===== src/hdl/bts_pkg.sv =====
// ----------------------------------------------------------------------------
// bts_pkg
// Shared types and constants of the bilinear texture sampler.
// ----------------------------------------------------------------------------
package bts_pkg;

    localparam int ADDR_W   = 16;
    localparam int CH_W     = 8;
    localparam int TEXEL_W  = 3 * CH_W;
    localparam int SIZE_W   = 9;
    localparam int PADDR_W  = 3;
    localparam int PDATA_W  = 32;
    localparam int STORE_DEPTH = 1 << ADDR_W;

    localparam logic [SIZE_W-1:0] RESET_SIZE = 9'd256;

    // Operation codes of an input transaction.
    localparam logic FUNC_LOAD   = 1'b0;
    localparam logic FUNC_SAMPLE = 1'b1;

    // Register indexes (paddr[2]).
    localparam logic REG_WIDTH  = 1'b0;
    localparam logic REG_HEIGHT = 1'b1;

    // Status codes of a result transaction.
    localparam logic STATUS_OK    = 1'b0;
    localparam logic STATUS_RANGE = 1'b1;

    // Stage enables of the blend unit.
    typedef struct packed {
        logic en_prod;
        logic en_sum;
    } blend_ctrl_t;

endpackage


===== src/hdl/bts_cfg.sv =====
// ----------------------------------------------------------------------------
// bts_cfg
// APB register file for the texture size, with the sizes clamped for use.
// ----------------------------------------------------------------------------
module bts_cfg #(
    parameter int MAX_WIDTH  = 256,
    parameter int MAX_HEIGHT = 256
) (
    input  logic                             clk,
    input  logic                             rst_n,
    input  logic                             psel,
    input  logic                             penable,
    input  logic                             pwrite,
    input  logic [bts_pkg::PADDR_W-1:0]      paddr,
    input  logic [bts_pkg::PDATA_W-1:0]      pwdata,
    output logic [bts_pkg::PDATA_W-1:0]      prdata,
    output logic                             pready,
    output logic [$clog2(MAX_WIDTH+1)-1:0]   width,
    output logic [$clog2(MAX_HEIGHT+1)-1:0]  height
);
    import bts_pkg::*;

    localparam int SW = $clog2(MAX_WIDTH + 1);
    localparam int SH = $clog2(MAX_HEIGHT + 1);

    logic [SIZE_W-1:0] width_reg;
    logic [SIZE_W-1:0] height_reg;
    logic              wr_en;

    assign pready = 1'b1;
    assign wr_en  = psel && penable && pwrite;

    always_ff @(posedge clk or negedge rst_n)
    begin
        if (!rst_n)
        begin
            width_reg  <= RESET_SIZE;
            height_reg <= RESET_SIZE;
        end
        else if (wr_en)
        begin
            case (paddr[2])
                REG_WIDTH:  width_reg  <= pwdata[SIZE_W-1:0];
                REG_HEIGHT: height_reg <= pwdata[SIZE_W-1:0];
                default:    ;
            endcase
        end
    end

    always_comb
    begin
        case (paddr[2])
            REG_WIDTH:  prdata = PDATA_W'(width_reg);
            REG_HEIGHT: prdata = PDATA_W'(height_reg);
            default:    prdata = '0;
        endcase
    end

    // A size of zero counts as one, a size above the maximum as the maximum.
    always_comb
    begin
        if (width_reg == '0)
            width = SW'(1);
        else if (int'(width_reg) > MAX_WIDTH)
            width = SW'(MAX_WIDTH);
        else
            width = SW'(width_reg);

        if (height_reg == '0)
            height = SH'(1);
        else if (int'(height_reg) > MAX_HEIGHT)
            height = SH'(MAX_HEIGHT);
        else
            height = SH'(height_reg);
    end

endmodule


===== config.mk =====
export PLATFORM = sky130hd
export DESIGN_NAME = bts_cfg
export DESIGN_NICKNAME = d
export VERILOG_FILES = /design/src/hdl/bts_pkg.sv /design/src/hdl/bts_cfg.sv
export SDC_FILE = /design/constraint.sdc
export NUM_CORES = 1
export LEC_CHECK = 0
export ABC_CLOCK_PERIOD_IN_PS = 1400
export BUFFER_PORTS_ARGS = -buffer_cell sky130_fd_sc_hd__clkbuf_2
export CAP_MARGIN = 0
export CORE_UTILIZATION = 39
export CTS_CLUSTER_DIAMETER = 80
export DETAILED_ROUTE_END_ITERATION = 10
export MAX_ROUTING_LAYER = met4
export PLACE_DENSITY = 0.82
export SYNTH_ARGS = -nofsm -noshare
export SYNTH_HDL_FRONTEND = slang
export SYNTH_SLANG_ARGS = --single-unit

===== constraint.sdc =====
create_clock -name clk -period 1.4 [get_ports clk]
set_input_delay 0.35 -clock clk [delete_from_list [all_inputs] [get_ports clk]]
set_output_delay 0.35 -clock clk [all_outputs]
set_load 0.01 [all_outputs]

* After elaboration in Yosys (flattened, before gate mapping)
Index checks and enable logic that the tools add are counted.
Operators by class: mux-type cells 5, eq/ne operators 0, div/mod/pow operators 0, $mul 0, reduce and logical (&&, ||, !) cells 6, bitwise logic cells 1, order comparisons 2, shifts and indexed selects 0, add/subtract/negate cells 0
Operators by type and width (number):
- 32-bit one-hot mux with 2 select lines | 1
- 9-bit two-way mux | 4
- 9-bit > comparator, second input constant | 2
- 9-bit zero test | 2
- 2-bit AND reduction | 2
- 1-bit logical AND | 2
- 1-bit NOT | 1
Word-level totals: word-level logic and storage cells 16, memory bits (read-only) 0, bits in latches 0, flip-flop bits (word level) 18, output and inout port bits 51, RAM bits 0, input port bits 40, memories 0

* Logic depth before layout (Yosys ltp)
depth after elaboration 3, depth in mapped cells 3, gate-level depth less buffers 2

* Worst setup path before layout
No wires, ideal clock.
path type reg2out, start point register width_reg[2], end point output width[0], slack -0.050 ns, stages on the path, launching flop included 3, required time 1.050 ns, arrival time 1.100 ns, buffers on the path 0, path through dfrtp_1 or4_1 o22ai_1
Between the ends: longest elaborated chain between the ends 3, elaborated cells between the ends (all ways) 4, those cells by class 1 x order compare; 2 x mux; 1 x reduce/logical
Ends and longest elaborated chain:
- start: declaration | line bts_cfg.sv:26 | logic [SIZE_W-1:0] width_reg;
- start signal: assignment | line bts_cfg.sv:43 | REG_WIDTH: width_reg <= pwdata[SIZE_W-1:0];
- 9-bit > comparator | line bts_cfg.sv:64 | else if (int'(width_reg) > MAX_WIDTH)
- 9-bit two-way mux | line bts_cfg.sv:64
- 9-bit two-way mux (*) | line bts_cfg.sv:62 | if (width_reg == '0)
- end: declaration | line bts_cfg.sv:18 | output logic [$clog2(MAX_WIDTH+1)-1:0] width,
Mark *: on every way between the ends. The rest lies on a longest branch, timed or not.

* Worst setup path after layout
start point register width_reg[6], end point output width[0]
The elaborated chain is that of the path after synthesis.

==> results_dict.tcl <==
set metrics [dict create \
    grt_max_degree 19 \
    holdWs_ns 0.298 \
    tritoncts "built" \
    cp-end-kind "output port" \
    diodes 0 \
    postRouteAntennaNets 0 \
    viasPerCell 4.81 \
    area_growth_pct 53.1 \
    io_pins 91 \
    hp-class "input port to register" \
    die_height_um 56.2 \
    synth.avg_cell_area_sq_um 11.3 \
    clock_skew_ns 0 \
    synth_top_area_share_pct 35.0 \
    insertion_delay_ns 0.29 \
    synth_area_sq_mm 0.00114 \
    setup_ws_ns -0.496 \
    final_common_cell "buf_6" \
    r2r_start "width_reg[6]" \
    multi_input_area_sq_um 651 \
    first_iter_violations 11 \
    die-area_sq_mm 0.00316 \
    rows 19 \
    worstHoldStart "pwdata[2]" \
    grt.total_usage_pct 18.2 \
    r2r_cells 4 \
    p_total_mw 2.35 \
    use_met3_pct 1.86 \
    grtUsageMet2_pct 31.5 \
    ys_ff_latch 18 \
    final_cell_count_no_fill 194 \
    ys_types 15 \
    dp_hpwl_um 1900 \
    violations "setup timing" \
    r2r_end "width_reg[6]" \
    startpoint_type "register" \
    dpl.cell_count 182 \
    fmax_mhz 528 \
    grt_util_met1_pct 22.5 \
    worst_path_largest_cell_delay_ns 0.54 \
    post-route-period-util_pct 135 \
    setup_viol_count_final 26 \
    power_density_mw_per_mm2 1340 \
    num-nets-final 204 \
    core_sq_mm 0.00276 \
    post-route-util_pct 63.6 \
    p_leak_nw 0.893 \
    grt_pass1_wl_um 4280 \
    outcome "complete, but fails checks" \
    htreeDepth 1 \
    netlist_instances 101 \
    cts_buffer_depth 2 \
    yosysWarnings 0 \
    netlist.top_cell.by_area "dfrtp_1" \
    drv_cap 0 \
    worstPathRequired_ns 1.05 \
    drive_gt1_share_pct 67.5 \
    drtPass1Iterations 4 \
    hold_end "width_reg[2]" \
    slew_viol_final 0 \
    antenna_found_initial 0 \
    ff_latch_area_sq_um 453 \
    root_buffer "clkbuf_4" \
    mostFrequentLayoutCells "buf_6, conb_1, clkbuf_2" \
    wl_um 3010 \
    post-route-drc-count 0 \
    fillers 216 \
    critPathKind "register to output port" \
    gr-max-usage-layer "met2" \
    synth_area_leaders "dfrtp_1, mux2_2, buf_4" \
    cp.arrival_ns 1.55 \
    first_global_vias 866 \
    post-route-min-period_ns 1.90 \
    cts.sinks 18 \
    place_ws_ns -0.169 \
    port_buffers 41 \
    critical_path.slowest_cell "or4_4" \
    finalHoldViolations 0 \
    crit_chain "or4_4 -> o22ai_2 -> buf_2" \
    start_util_pct 41.5 \
    ir_worst_vdd_v 0.00108 \
    gr-total-overflow 0 \
    seq_area_frac_synth_pct 39.6 \
    die_w_um 56.2 \
    clkTransAtPathRegs_ns 0.11 \
    rsz0062_at_grt "true" \
    vias 934 \
    place_congestion 0.755 \
    whs_path_depth 2 \
    cts_buffers 3 \
    wl_per_cell_um 15.5 \
    r2r_slack_ns 0.27 \
    crit_fanout 2 \
]
repair_timing:
action,CTS,global route
endpoints found under the hold margin,16,0
resized for setup,18,52
gates cloned,1,1
hold buffers,1,0
setup endpoints to repair,27,27
setup buffers,3,3
pin swaps,1,2
cell type report:
| class | instances | share of cell area [%] |
|---|---|---|
| well taps | 31 | 2.21 |
| multi-input cells | 74 | 37.1 |
| flip-flops and latches | 18 | 25.8 |
| inverters | 2 | 0.428 |
| clock buffers | 4 | 2.07 |
| repair buffers | 65 | 32.3 |
cell families after synthesis:
| family | count (synthesis) | synth area share [%] |
|---|---|---|
| AOI/OAI and AO/OA | 3 | 1.53 |
| and+or+nand+nor | 21 | 14.5 |
| buffers and inverters | 31 | 18.1 |
| other | 2 | 0.656 |
| muxes | 26 | 25.6 |
| DFF | 18 | 39.6 |
per-layer routing:
layer | up-vias | routed length (um)
met5 | - | 0
met4 | 0 | 61
met3 | 9 | 199
met2 | 58 | 1510
met1 | 450 | 1240
li1 | 417 | -
where the power goes:
part | leakage [nW] | internal [mW] | switching (mW) | total, mW
Clock | 0.0210 | 0.158 | 0.166 | 0.325
Combinational | 0.659 | 0.776 | 0.506 | 1.28
Sequential | 0.213 | 0.644 | 0.103 | 0.747
critical path: cells and delay by family, from the launching register on:
family	cells	cell delay, ns
buffers and inverters	1	0.15
AO/OA/AOI/OAI	1	0.14
flip-flops	1	0.42
AND/OR/NAND/NOR	1	0.54
synth_stat cells:
cell / number
o21ai_0: 1
nand4_4: 1
nand4b_4: 1
dfrtp_1: 16
buf_2: 1
mux2_2: 26
nor2b_1: 14
dfstp_2: 2
conb_1: 2
or4_1: 4
clkbuf_1: 4
buf_4: 24
o22ai_1: 2
nand2_1: 1
inv_1: 2
how the worst max path moves through the flow:
stage | slack [ns] | to | depth (start not counted) | startpoint
finish | -0.50 | width[0] | 3 | width_reg[6]
global route | -0.54 | height[0] | 3 | height_reg[5]
CTS | -0.48 | width[0] | 3 | width_reg[2]
detailed placement | -0.17 | width[0] | 3 | width_reg[2]
global placement | -0.15 | width[0] | 3 | width_reg[2]
floorplan | 0.006 | width[0] | 2 | width_reg[7]
per-stage QoR:
| step | TNS (ns) | cell area, sq um |
|---|---|---|
| after floorplan | 0 | 1240 |
| after global placement | -1.00 | 1400 |
| after detailed placement | -1.70 | 1400 |
| after CTS | -4.10 | 1530 |
| after global routing | -6.10 | 1750 |
| final | -4.95 | 1750 |
No activity file was read; power rests on OpenSTA's default activity.
